`src/stpn_pkg.sv`:
```
// Package for the segment-tree prefix-need block: field widths, stream
// packing offsets, summary type, codes and the sequencer state type. No dependencies.
`default_nettype none

package stpn_pkg;

  // Default sizing of the trees
  localparam int ROWS_DEF    = 1024;
  localparam int COLUMNS_DEF = 16;

  // Field widths
  localparam int KIND_W   = 2;
  localparam int COL_W    = 4;
  localparam int ROW_W    = 10;
  localparam int LEAF_W   = 62;
  localparam int COST_W   = 63;
  localparam int DEPTH_W  = 31;
  localparam int COUNT_W  = 11;
  localparam int STATUS_W = 2;

  // Input stream packing (tdata, lowest bit first)
  localparam int IN_COL_LSB   = 0;
  localparam int IN_ROW_LSB   = IN_COL_LSB + COL_W;
  localparam int IN_LOW_LSB   = IN_ROW_LSB + ROW_W;
  localparam int IN_COST_LSB  = IN_LOW_LSB + ROW_W;
  localparam int IN_NEED_LSB  = IN_COST_LSB + LEAF_W;
  localparam int IN_DEPTH_LSB = IN_NEED_LSB + LEAF_W;
  localparam int IN_USED_W    = IN_DEPTH_LSB + DEPTH_W;
  localparam int IN_DATA_W    = ((IN_USED_W + 7) / 8) * 8;
  localparam int IN_USER_W    = KIND_W;

  // Output stream packing
  localparam int OUT_DATA_W = 2 * COST_W + DEPTH_W + COUNT_W;
  localparam int OUT_USER_W = STATUS_W;

  // Operation kinds
  localparam logic [KIND_W-1:0] KIND_INSERT = 2'd0;
  localparam logic [KIND_W-1:0] KIND_QUERY  = 2'd1;
  localparam logic [KIND_W-1:0] KIND_CLEAR  = 2'd2;

  // Result status codes
  localparam logic [STATUS_W-1:0] STATUS_OK       = 2'd0;
  localparam logic [STATUS_W-1:0] STATUS_OCCUPIED = 2'd1;
  localparam logic [STATUS_W-1:0] STATUS_OVERFLOW = 2'd2;

  // Node summary; count zero means empty
  typedef struct packed {
    logic [COST_W-1:0]  cost;
    logic [COST_W-1:0]  need;
    logic [DEPTH_W-1:0] depth;
    logic [COUNT_W-1:0] count;
  } summ_t;

  localparam int SUMM_W = $bits(summ_t);

  // Join unit result
  typedef struct packed {
    summ_t res;
    logic  sat;
  } join_out_t;

  // Sequencer states
  typedef enum logic [3:0] {
    S_CLR,
    S_IDLE,
    S_INS_RD,
    S_INS_TEST,
    S_INS_UP,
    S_Q_L,
    S_Q_LJ,
    S_Q_H,
    S_Q_HJ,
    S_Q_FIN,
    S_DONE
  } state_t;

endpackage

`default_nettype wire

```
`src/stpn_join.sv`:
```
// Shared summary join unit: first operand covers the higher rows.
// Saturating cost/need/count adds. Depends on stpn_pkg.
`default_nettype none

module stpn_join (
  input  wire stpn_pkg::summ_t     first,
  input  wire stpn_pkg::summ_t     second,
  output stpn_pkg::join_out_t      result
);

  import stpn_pkg::*;

  logic [COST_W:0]   cost_sum;
  logic [COST_W:0]   via_sum;
  logic [COUNT_W:0]  cnt_sum;
  logic [COST_W-1:0] via_sat;

  // Wide sums, carry bit flags saturation
  assign cost_sum = {1'b0, first.cost} + {1'b0, second.cost};
  assign via_sum  = {1'b0, first.cost} + {1'b0, second.need};
  assign cnt_sum  = {1'b0, first.count} + {1'b0, second.count};
  assign via_sat  = via_sum[COST_W] ? '1 : via_sum[COST_W-1:0];

  // Empty operands pass the other one through untouched
  always_comb begin
    result = '0;
    if (first.count == '0) begin
      result.res = second;
    end else if (second.count == '0) begin
      result.res = first;
    end else begin
      result.res.cost  = cost_sum[COST_W] ? '1 : cost_sum[COST_W-1:0];
      result.res.need  = (first.need > via_sat) ? first.need : via_sat;
      result.res.depth = (first.depth > second.depth) ? first.depth : second.depth;
      result.res.count = cnt_sum[COUNT_W] ? '1 : cnt_sum[COUNT_W-1:0];
      result.sat       = cost_sum[COST_W] | via_sum[COST_W] | cnt_sum[COUNT_W];
    end
  end

endmodule

`default_nettype wire

```
`config.mk`:
```
export PLATFORM = sky130hd
export DESIGN_NAME = stpn_join
export DESIGN_NICKNAME = d
export VERILOG_FILES = /design/src/stpn_pkg.sv /design/src/stpn_join.sv
export SDC_FILE = /design/constraint.sdc
export NUM_CORES = 1
export LEC_CHECK = 0
export BUFFER_PORTS_ARGS = -buffer_cell sky130_fd_sc_hd__buf_2
export CAP_MARGIN = 20
export CELL_PAD_IN_SITES_DETAIL_PLACEMENT = 0
export CELL_PAD_IN_SITES_GLOBAL_PLACEMENT = 1
export CORE_AREA = 2 2 197 199
export DETAILED_ROUTE_END_ITERATION = 10
export DIE_AREA = 0 0 199 201
export GPL_ROUTABILITY_DRIVEN = 1
export GPL_TIMING_DRIVEN = 0
export PLACE_DENSITY = 0.9
export SYNTH_ARGS = -nofsm -noshare
export SYNTH_HDL_FRONTEND = slang
export SYNTH_SLANG_ARGS = --single-unit
```
`constraint.sdc`:
```
create_clock -name vclk -period 13.1
set_clock_uncertainty 0.1 [all_clocks]
set_input_delay 0.655 -clock vclk [all_inputs]
set_output_delay 0.655 -clock vclk [all_outputs]
set_load 0.005 [all_outputs]
```
=== Word-level counts from Yosys, hierarchy flattened ===
Cells that the tools add are included.

* Add/sub/neg operators: 3
* Magnitude comparators: 2
* Multiplexer cells: 9
* Bitwise logic cells: 2
* Reductions and logical operators: 2

{| class="wikitable"
|+ Operators by type and width
! operator !! count
|-
| $mux W168 || 2
|-
| $mux W63 || 3
|-
| $add A63 B63 Y64 || 2
|-
| $gt A63 B63 Y1 || 1
|-
| $gt A31 B31 Y1 || 1
|-
| $mux W31 || 1
|-
| $logic_not A11 Y1 || 2
|-
| $add A11 B11 Y12 || 1
|-
| $mux W11 || 1
|-
| $mux W1 || 2
|-
| $or A1 B1 Y1 || 2
|}

* Register bits after elaboration: 0
* Output and inout bits: 169
* Word-level logic and storage cells: 18

=== Depth between registers and ports, before layout ===
* Depth in word-level cells: 6
* Gate-level depth with buffers: 28
* Gate-level depth less buffers: 26

=== Least setup slack after synthesis ===
OpenSTA, ideal clock, no wires.

* Kind: input-to-output
* Start: input port first[139] (netlist bit)
* End: output port result[58] (netlist bit)
* Data arrival time: 5.540 ns
* Data required time: 12.345 ns
* Path slack: 6.805 ns
* Stages: 27
* Path through: ha_1 clkbuf_1 and3_1 a221oi_1 o21ai_0 a21oi_1 o21ai_0 a31o_1 a41o_1 clkbuf_1 clkbuf_1 clkbuf_1 nor2_1 ha_1 a21o_1 a21o_1 a21oi_1 nor2b_1 o21ai_0 a21oi_1 nor4_1 o21ai_1 o211a_1 buf_6 buf_6 mux2_1 a21oi_1

{| class="wikitable"
|+ RTL lines
! item !! line !! text
|-
| from (decl) || stpn_join.sv:6 || <nowiki>input wire stpn_pkg::summ_t first,</nowiki>
|-
| to (decl) || stpn_join.sv:8 || <nowiki>output stpn_pkg::join_out_t result</nowiki>
|}

==> out/metrics.cfg <==
[place]
place_hpwl_um = 63300
placedCellCount = 3100
dpl_worst_slack_ns = 4.10
port_buffers = 505
routabilityCongestion = 1.05

[detailed_routing]
drt_wl_total_um = 73300
num_vias = 18500
dr.pass1.iters = 5
routedWlPerCell_um = 23.6
routed_via_density = 5.94
drt_iter0_drc = 1186
remaining_drc_errors = 0
ant_nets = 0

[synth]
syn_area_mm2 = 0.0138
syn_inst = 2077
ys_types = 75
syn_avg_cell_area_um2 = 6.63
yosysSeqAreaShare_pct = 0
synthTopCellsByArea = ha_1 21%, nor2_1 7.8%, a21oi_1 6.9%
yosysTopAreaCell = ha_1
synth_top_area_share_pct = 20.9
yosys_warnings = 0
syn_nets = 2646

[global_routing]
grt-ovfl-total = 0
grt_pass1_wl_um = 107000
grt_usage_pct = 34.9
antenna_found_initial = 19
grt_max_degree = 11
grt_pass1_vias = 17900

[sta]
rsz0062_at_grt = no
tightest_slew_ns = 1.10
hold_viol = 0
max_freq_mhz = 109
maxSlewViolCount = 0
finalSetupViolCount = 0
period_share_pct = 70.0
slew-limit-headroom_pct = 26.7
timing.setup.tns_ns = 0
min_period_ns = 9.18
layout_setup_ws_ns = 3.92

[cells_and_area]
final_nets = 3153
clock_buffer_count = 0
fin_cells = 3112
utilization_pct = 44.5
drive_above_1_share_pct = 24.4
regArea_um2 = 0
design.seq.count = 0
final_common_cell = buf_2
final_cell_mix = 509 x buf_2, 286 x nor2_1, 230 x ha_1, 189 x a21oi_1, 164 x o21ai_0
area_growth_syn_to_layout_pct = 23.3

[worst_setup_path]
cp-start-kind = primary input
crit_path_max_incr_delay_ns = 0.72
worstSetupPathType = in2out
path_max_fanout = 10
slowest_stage = clkbuf_1
cp.required_ns = 12.35
cp_common_cell = clkbuf_1
startpoint = first[139]
cp.arrival_ns = 8.42
end_kind = output port

[clocking]
post_cts_buffers = 0
cts-resized-gates = 0
ctsHoldBuffers = 0

[min_path]
hp-start = second[166]
hold_depth = 4
hold_class = in2out

[die]
num_rows = 72
io_pins = 505
coreArea_mm2 = 0.0381
die_x_um = 199
initial_utilization_pct = 36.1
dieArea_mm2 = 0.0400
chipHeight_um = 201

[status]
status = completed

[run]
max-cap-violations = 0

## critical path: cells and delay by family
family                     cells  cell delay, ns
buffers and inverters          9            3.13
and+or+nand+nor                6            1.25
AOI/OAI and AO/OA             11            2.73
adders and majority gates      2            0.61
## per-layer routing
layer / global-route usage (%) / up-vias / part of all wire [%]
met5: 0 / - / 0.030
met4: 15.5 / 4 / 4.9
met3: 5.98 / 167 / 7.4
met2: 59.5 / 846 / 47
met1: 42.6 / 8655 / 41
li1: - / 8798 / -
## final cells by class
| class | count | area [um2] |
|---|---|---|
| antenna | 12 | 30.0 |
| buffer | 120 | 553 |
| fill | 4128 | 21100 |
| inverter | 85 | 319 |
| multi-input combinational | 1872 | 12900 |
| tap | 518 | 648 |
| timing repair buffer | 505 | 2530 |
## kinds of logic (layout without fill, tap and decap cells)
family	count (synthesis)	in the layout	synth area share, %
other cells	0	12	0
xor+xnor	119	119	7.57
simple gates	747	747	25.8
compound gates	732	732	35.7
buf+inv	205	710	6.34
fa+ha+maj	233	233	21.3
mux	41	41	3.32
## synthesized netlist by cell type, types with 4 or more instances
master / count
nor2b_1: 30
xnor2_1: 64
o2111ai_1: 5
a31o_2: 4
a211oi_1: 16
a221o_1: 6
o211ai_1: 22
nor2_1: 286
a221oi_1: 5
o21ai_0: 164
a21boi_0: 10
mux2_2: 34
o31ai_1: 11
buf_1: 7
a21oi_1: 189
mux2i_1: 4
or3_1: 6
and4_1: 5
nand2_1: 140
o21bai_1: 23
o221ai_1: 6
xor2_1: 55
o21ai_1: 6
buf_6: 13
nand4_1: 50
or2_2: 4
nand3_1: 55
and3_1: 15
o21a_1: 21
a21o_1: 76
nand2b_1: 33
a211oi_2: 52
a2111oi_0: 6
and2_1: 12
ha_1: 230
nor3_1: 30
a31oi_1: 23
clkbuf_1: 96
buf_2: 4
o22ai_1: 50
inv_1: 85
nor4_1: 69
## stage by stage
step / hold WS, ns / area (um2)
detailed placement: 1.51 / 16900
floorplan: 1.30 / 13800
CTS: 1.51 / 16900
global placement: 1.50 / 16900
finish: 1.51 / 17000
global route: 1.53 / 17000
## worst paths after layout
check / endpoint / slack (ns)
max: result[49] / 3.92
min: result[167] / 1.51
