==> src/stpn_ram.sv <==
// Generic single-write, single-read RAM with registered read data.
// No dependencies.
`default_nettype none

module stpn_ram #(
  parameter int WIDTH = 8,
  parameter int DEPTH = 2
) (
  input  wire logic                     clk,
  input  wire logic                     we,
  input  wire logic [$clog2(DEPTH)-1:0] waddr,
  input  wire logic [WIDTH-1:0]         wdata,
  input  wire logic                     re,
  input  wire logic [$clog2(DEPTH)-1:0] raddr,
  output logic      [WIDTH-1:0]         rdata
);

  logic [WIDTH-1:0] mem [DEPTH];

  // Write port
  always_ff @(posedge clk) begin
    if (we) begin
      mem[waddr] <= wdata;
    end
  end

  // Registered read port
  always_ff @(posedge clk) begin
    if (re) begin
      rdata <= mem[raddr];
    end
  end

endmodule

`default_nettype wire

==> config.mk <==
export PLATFORM = sky130hd
export DESIGN_NAME = stpn_ram
export DESIGN_NICKNAME = d
export VERILOG_FILES = /design/src/stpn_ram.sv
export SDC_FILE = /design/constraint.sdc
export NUM_CORES = 1
export LEC_CHECK = 0
export ABC_AREA = 1
export BUFFER_PORTS_ARGS = -buffer_cell sky130_fd_sc_hd__buf_2
export CORE_ASPECT_RATIO = 1.1
export CORE_MARGIN = 5
export CORE_UTILIZATION = 40
export DETAILED_ROUTE_END_ITERATION = 16
export PLACE_DENSITY = 0.62
export SLEW_MARGIN = 20
export SYNTH_ARGS = -nofsm -noshare
export SYNTH_HDL_FRONTEND = slang
export SYNTH_SLANG_ARGS = --single-unit
export TNS_END_PERCENT = 5
==> constraint.sdc <==
create_clock -name clk -period 1.35 [get_ports clk]
set_input_delay 0.27 -clock clk [delete_from_list [all_inputs] [get_ports clk]]
set_output_delay 0.27 -clock clk [all_outputs]
set_load 0.02 [all_outputs]
After elaboration in Yosys (flattened, before gate mapping)
Memory sizes are Yosys's and may differ from the RTL's. A register that Yosys moved wholly into a read port is not among the register bits.
Cells that the tools add are included.
- register bits: 0
- bits in writable memories: 16
- bits of input ports: 13
- output and inout bits: 8
- memories kept: 1
- memory list (name ; words ; bits a word ; rd ports ; clocked after Yosys merged registers in ; write ports ; line ; RTL):
    mem ; 2 ; 8 ; 1 ; 1 ; 1 ; 18 ; logic [WIDTH-1:0] mem [DEPTH];
- mux-type cells: 2
- operators with widths (kind ; number):
    two-way mux 1 bit ; 2

Longest topological paths before layout
Gate-level depths: netlist of the first run.
- depth in word-level cells: 2
- gate-level depth with buffers: 4
- mapped depth without buffers: 3

Worst setup path after synthesis of the first run
Ideal clock, no wire load.
- kind: in2reg
- from: input port we
- to: memory mem[0][0] (enable)
- library setup time: 0.371 ns
- data arrival time: 0.659 ns
- setup slack: 0.320 ns
- cell stages on the path: 2
- buffers on the path: 0
- path through: inv_1 nor2_1
- cells in the longest elaborated chain, start to end: 2
- ends and longest elaborated chain (element ; line ; RTL):
    from (decl) ; 10 ; input wire logic we,
    two-way mux 1 bit ; 22 ; if (we) begin
    two-way mux 1 bit (implied by the code) ; 23 ; mem[waddr] <= wdata;
    to (decl) ; 18 ;
Every way passes these cells.

Worst setup path in the final report of the first run
- from: register rdata[2], read port of mem
- to: output port rdata[2]
- RTL lines (element ; line ; RTL):
    from (decl) ; 15 ; output logic [WIDTH-1:0] rdata
No word-level cell between the ends.

==> results.txt, run 1 <==
crit path DAT = 0.84 ns
Worst-path clk slew = 0.12 ns
r2r setup slk = 0.60 ns
post-route insts no fill = 105
clk sink count = 24
CP max FO = 1
maxcap violations = 0
Final ANT Viol Nets = 0
Final Power = 1279 uW
GRT overflow = 0
starting density of the core = 0.4205
crit-path cells = buf_2
register area = 720.7 sq um
first-pass GRT wire length = 1807 microns
Slowest-stage cell, CP = edfxtp_1
core area = 1999 sq um
CP required = 1.08 ns
detailed-route via count = 444
vias in the first global route = 452
Crit path max-delay family = flip-flops
Row Count = 17
initial antenna violation count = 0
FMAX = 0.9000 GHz
total CTS buffers = 3
CP endpoint kind = primary output
layout cell share with drive strength beyond 1 = 0.3247
Clock Root Buffer = clkbuf_4
Fillers = 196
Syn Inst Count = 54
post-synth cell types = 6
GRT Total Usage = 0.08426
Core Util, Final = 0.4975
footprint of the multi-input gates = 97.59 sq um
post-CTS setup buffers = 0
die area = 3120 sq um
Cells after DPL = 102
Hold WC Path Type = in -> reg
clk_lat worst skew = 0.29 ns
Post-Syn Nets = 67
synth warn = 0
DR vias/cell = 4.229
Syn Area/Cell = 15.57 sq um
Power Dens Cells = 1285 nW/um^2
DIE WIDTH = 53.72 microns
IO Pins = 21
Max rail drop VDD = 614.9 uV
sequential fraction of the synthesis area = 0.8571
DRC = 0
H-Tree Depth = 1
post-route minimum period = 1.111 ns
largest net degree at the start of global routing = 13
CTS tree = built
static leakage = 0.0004200 uW
Startpoint Class = flip-flop
Setup-failing EPs final = 0
Final Skew = 0.0002873 ns
final worst-path cycle share = 0.8230
post-CTS sizing = 0
hold_buf cts = 0
1st-iter DRT viols = 1
Routed WL = 1083 microns
post-DR wirelength/cell = 10.31 microns
Clock Path Buffers = 2
Slew headroom = 0.8097
hpwl dp = 824.9 microns
antenna diode count = 0
Seq cells post-synth = 24
RSZ-0062 raised after global routing = no
Area after DPL = 972.2 sq um
CP max stage delay = 0.38 ns
Layout area overhead = 18.30%
1st-pass router iterations = 2
setup TNS = 0 ns
post-layout instance area = 994.7 sq um
Setup Crit Path Kind = reg -> out
Layout Nets = 92
Slew @ Worst Pin = 0.2851 ns
GPL Wtd Cong = 0.7131
Port Buffers = 20
Fin. Hold Viols = 0
synthesized cell area = 840.8 sq um
buffers and inverters on the worst path = 1
status = complete, no violations
Max Slew Vio Count = 0
Die Y = 58.09 microns
[metrics by stage]
| stage | setup WS, ns | hold slack [ns] |
|---|---|---|
| global placement | 0.4048 | 0.4595 |
| floorplan | 0.3201 | 0.3689 |
| global route | 0.1839 | 0.1371 |
| CTS | 0.2231 | 0.1487 |
| detailed placement | 0.3775 | 0.4622 |
| finish | 0.2389 | 0.1529 |
[cells in the mapped netlist]
cell type | instances | share of area
edfxtp_1 | 24 | 0.86
inv_2 | 1 | 0.0045
buf_6 | 1 | 0.013
nor2_1 | 1 | 0.0045
inv_1 | 2 | 0.0089
nand2_1 | 25 | 0.11
[worst reg2reg max path: cells and delay by family (launching register included)]
| family | cells | cell delay, ns |
|---|---|---|
| flip-flops | 1 | 0.40 |
| AND/OR/NAND/NOR | 2 | 0.12 |
[cells by family after synthesis]
logic type             count (synthesis)  share of synthesized area
AND/OR/NAND/NOR                       26                     0.1161
flip-flops                            24                     0.8571
buffers and inverters                  4                    0.02678
[per-layer routing]
metal,vias up,GRT usage,part of all wire
met4,0,0.07664,0.025
met2,13,0.1436,0.52
met5,-,0,0
li1,228,-,-
met1,201,0.07770,0.39
met3,2,0.02314,0.066
[registers in the layout (all words and copies together) (netlist names)]
register  flops
mem          16
rdata         8
[layout by cell type, fill, tap and decap left out]
cell type,instances
nand2_1,25
buf_4,1
inv_1,2
clkbuf_4,3
inv_2,1
nor2_1,1
buf_2,20
edfxtp_1,24
[worst paths after layout]
| path | startpoint | endpoint | depth (start not counted) |
|---|---|---|---|
| setup reg to reg | mem[0][7] | rdata[7] | 2 |
| hold / removal | wdata[4] | mem[0][4] | 1 |
| hold reg to reg | mem[1][1] | rdata[1] | 2 |
| setup / recovery | rdata[2] | rdata[2] | 1 |
[power breakdown]
part / switching [uW] / internal [uW] / total (uW)
Clock: 183 / 104 / 287
Sequential: 10.9 / 878 / 889
Combinational: 66.3 / 36.1 / 102
[final cells by class]
cell class / instances / share of cell area
multi-input combinational: 26 / 0.09811
tap: 28 / 0.03522
timing repair buffer: 21 / 0.1082
clock buffer: 3 / 0.02264
inverter: 3 / 0.01132
sequential: 24 / 0.7245
Note: power is estimated with default switching activity, not from simulation.
==> run 2: changes to the inputs <==
==> constraint.sdc (replaced) <==
create_clock -name clk -period 1.1 [get_ports clk]
set_input_delay 0.22 -clock clk [delete_from_list [all_inputs] [get_ports clk]]
set_output_delay 0.22 -clock clk [all_outputs]
set_load 0.02 [all_outputs]
==> results.txt, run 2 (synthesis results as in run 1) <==
status = complete, no violations
Slew headroom = 0.8067
Setup Crit Path Kind = reg -> out
post-DR wirelength/cell = 9.895 microns
total CTS buffers = 3
post-route insts no fill = 105
Startpoint Class = flip-flop
Clock Path Buffers = 2
worst hold slack = 0.1033 ns
Layout Nets = 92
buffers and inverters on the worst path = 1
Final Power = 1567 uW
Clock Root Buffer = clkbuf_4
vias in the first global route = 432
IO Pins = 21
CP max FO = 1
commonest non-fill, non-tap cell in the layout = nand2_1
critical path depth = 1
hold_buf cts = 0
Worst R2R Path Depth = 2
CP endpoint kind = primary output
RSZ-0062 raised after global routing = yes
footprint of the multi-input gates = 97.59 sq um
static leakage = 0.0004200 uW
r2r setup slk = 0.35 ns
setup TNS = 0 ns
final worst-path cycle share = 0.9626
post-CTS setup buffers = 0
Hold WC Path Type = in -> reg
initial antenna violation count = 0
Crit path max-delay family = flip-flops
Final ANT Viol Nets = 0
Die Y = 58.09 microns
Worst-path clk slew = 0.12 ns
top routing layer used = met4
post-CTS sizing = 0
WL met1 = 401 microns
post-route minimum period = 1.059 ns
post-layout instance area = 994.7 sq um
H-Tree Depth = 1
core area = 1999 sq um
starting density of the core = 0.4205
clk_lat worst skew = 0.29 ns
maxcap violations = 0
crit path DAT = 0.84 ns
first-pass GRT wire length = 1807 microns
Fin. Hold Viols = 0
CP required = 0.88 ns
antenna diode count = 0
register area = 720.7 sq um
met3 wire length = 68 microns
CP max stage delay = 0.38 ns
layout cell share with drive strength beyond 1 = 0.3247
Port Buffers = 20
1st-iter DRT viols = 4
Reg-to-Reg End = rdata[7]
commonest cells after routing, fill and taps aside = nand2_1, edfxtp_1, buf_2
Routed WL = 1039 microns
GRT Total Usage = 0.08426
Max Slew Vio Count = 0
biggest regs = mem: 16 flops, rdata: 8 flops
Routed met2 length = 540 microns
Slowest-stage cell, CP = edfxtp_1
Power Dens Cells = 1575 nW/um^2
largest net degree at the start of global routing = 13
1st-pass router iterations = 2
max reg flops = 16
Row Count = 17
reg2reg start = mem[0][7]
Biggest register = mem
Critical Path Sink = rdata[2]
worst hold start = wdata[4]
GPL Wtd Cong = 0.7131
hpwl dp = 814.4 microns
CTS tree = built
GRT overflow = 0
Setup-failing EPs final = 0
FMAX = 0.9444 GHz
Max rail drop VDD = 789.0 uV
crit-path cells = buf_2
clk sink count = 24
Layout area overhead = 18.30%
detailed-route via count = 432
Area after DPL = 972.2 sq um
DRC = 0
Final Skew = 0.0002935 ns
Cells after DPL = 102
Slew @ Worst Pin = 0.2896 ns
DIE WIDTH = 53.72 microns
die area = 3120 sq um
DR vias/cell = 4.114
Setup crit start = rdata[2]
Fillers = 195
-- run 2: cell counts in the layout (fill, tap and decap cells not counted) --
Identical to the previous run, type by type.
-- run 2: where the power goes --
part | internal (uW) | switching [uW]
Clock | 127 | 224
Sequential | 1080 | 13.3
Combinational | 44.2 | 80.4
Total | 1250 | 318
-- run 2: how the worst min path moves through the flow --
stage,end,cells past startpoint
floorplan,mem[0][0],0
global placement,mem[0][7],1
detailed placement,mem[0][4],1
CTS,mem[0][4],1
global route,mem[1][5],1
finish,mem[0][4],1
-- run 2: cell type report --
type,instances,area share
clock buffer,3,0.02264
inverter,3,0.01132
multi-input combinational,26,0.09811
sequential,24,0.7245
tap,28,0.03522
timing repair buffer,21,0.1082
-- run 2: routing by layer --
layer	global-route usage	vias to the layer above
met1	0.08108	189
met5	0	-
met4	0.07664	0
met3	0.02314	2
li1	-	228
met2	0.1401	13
-- run 2: metrics by stage --
step / setup slack [ns] / util
after global placement: 0.2048 / 0.4862
final: 0.04112 / 0.4975
after global routing: -0.01642 / 0.4975
after detailed placement: 0.1777 / 0.4862
after floorplan: 0.1201 / -
after CTS: 0.02361 / 0.4975
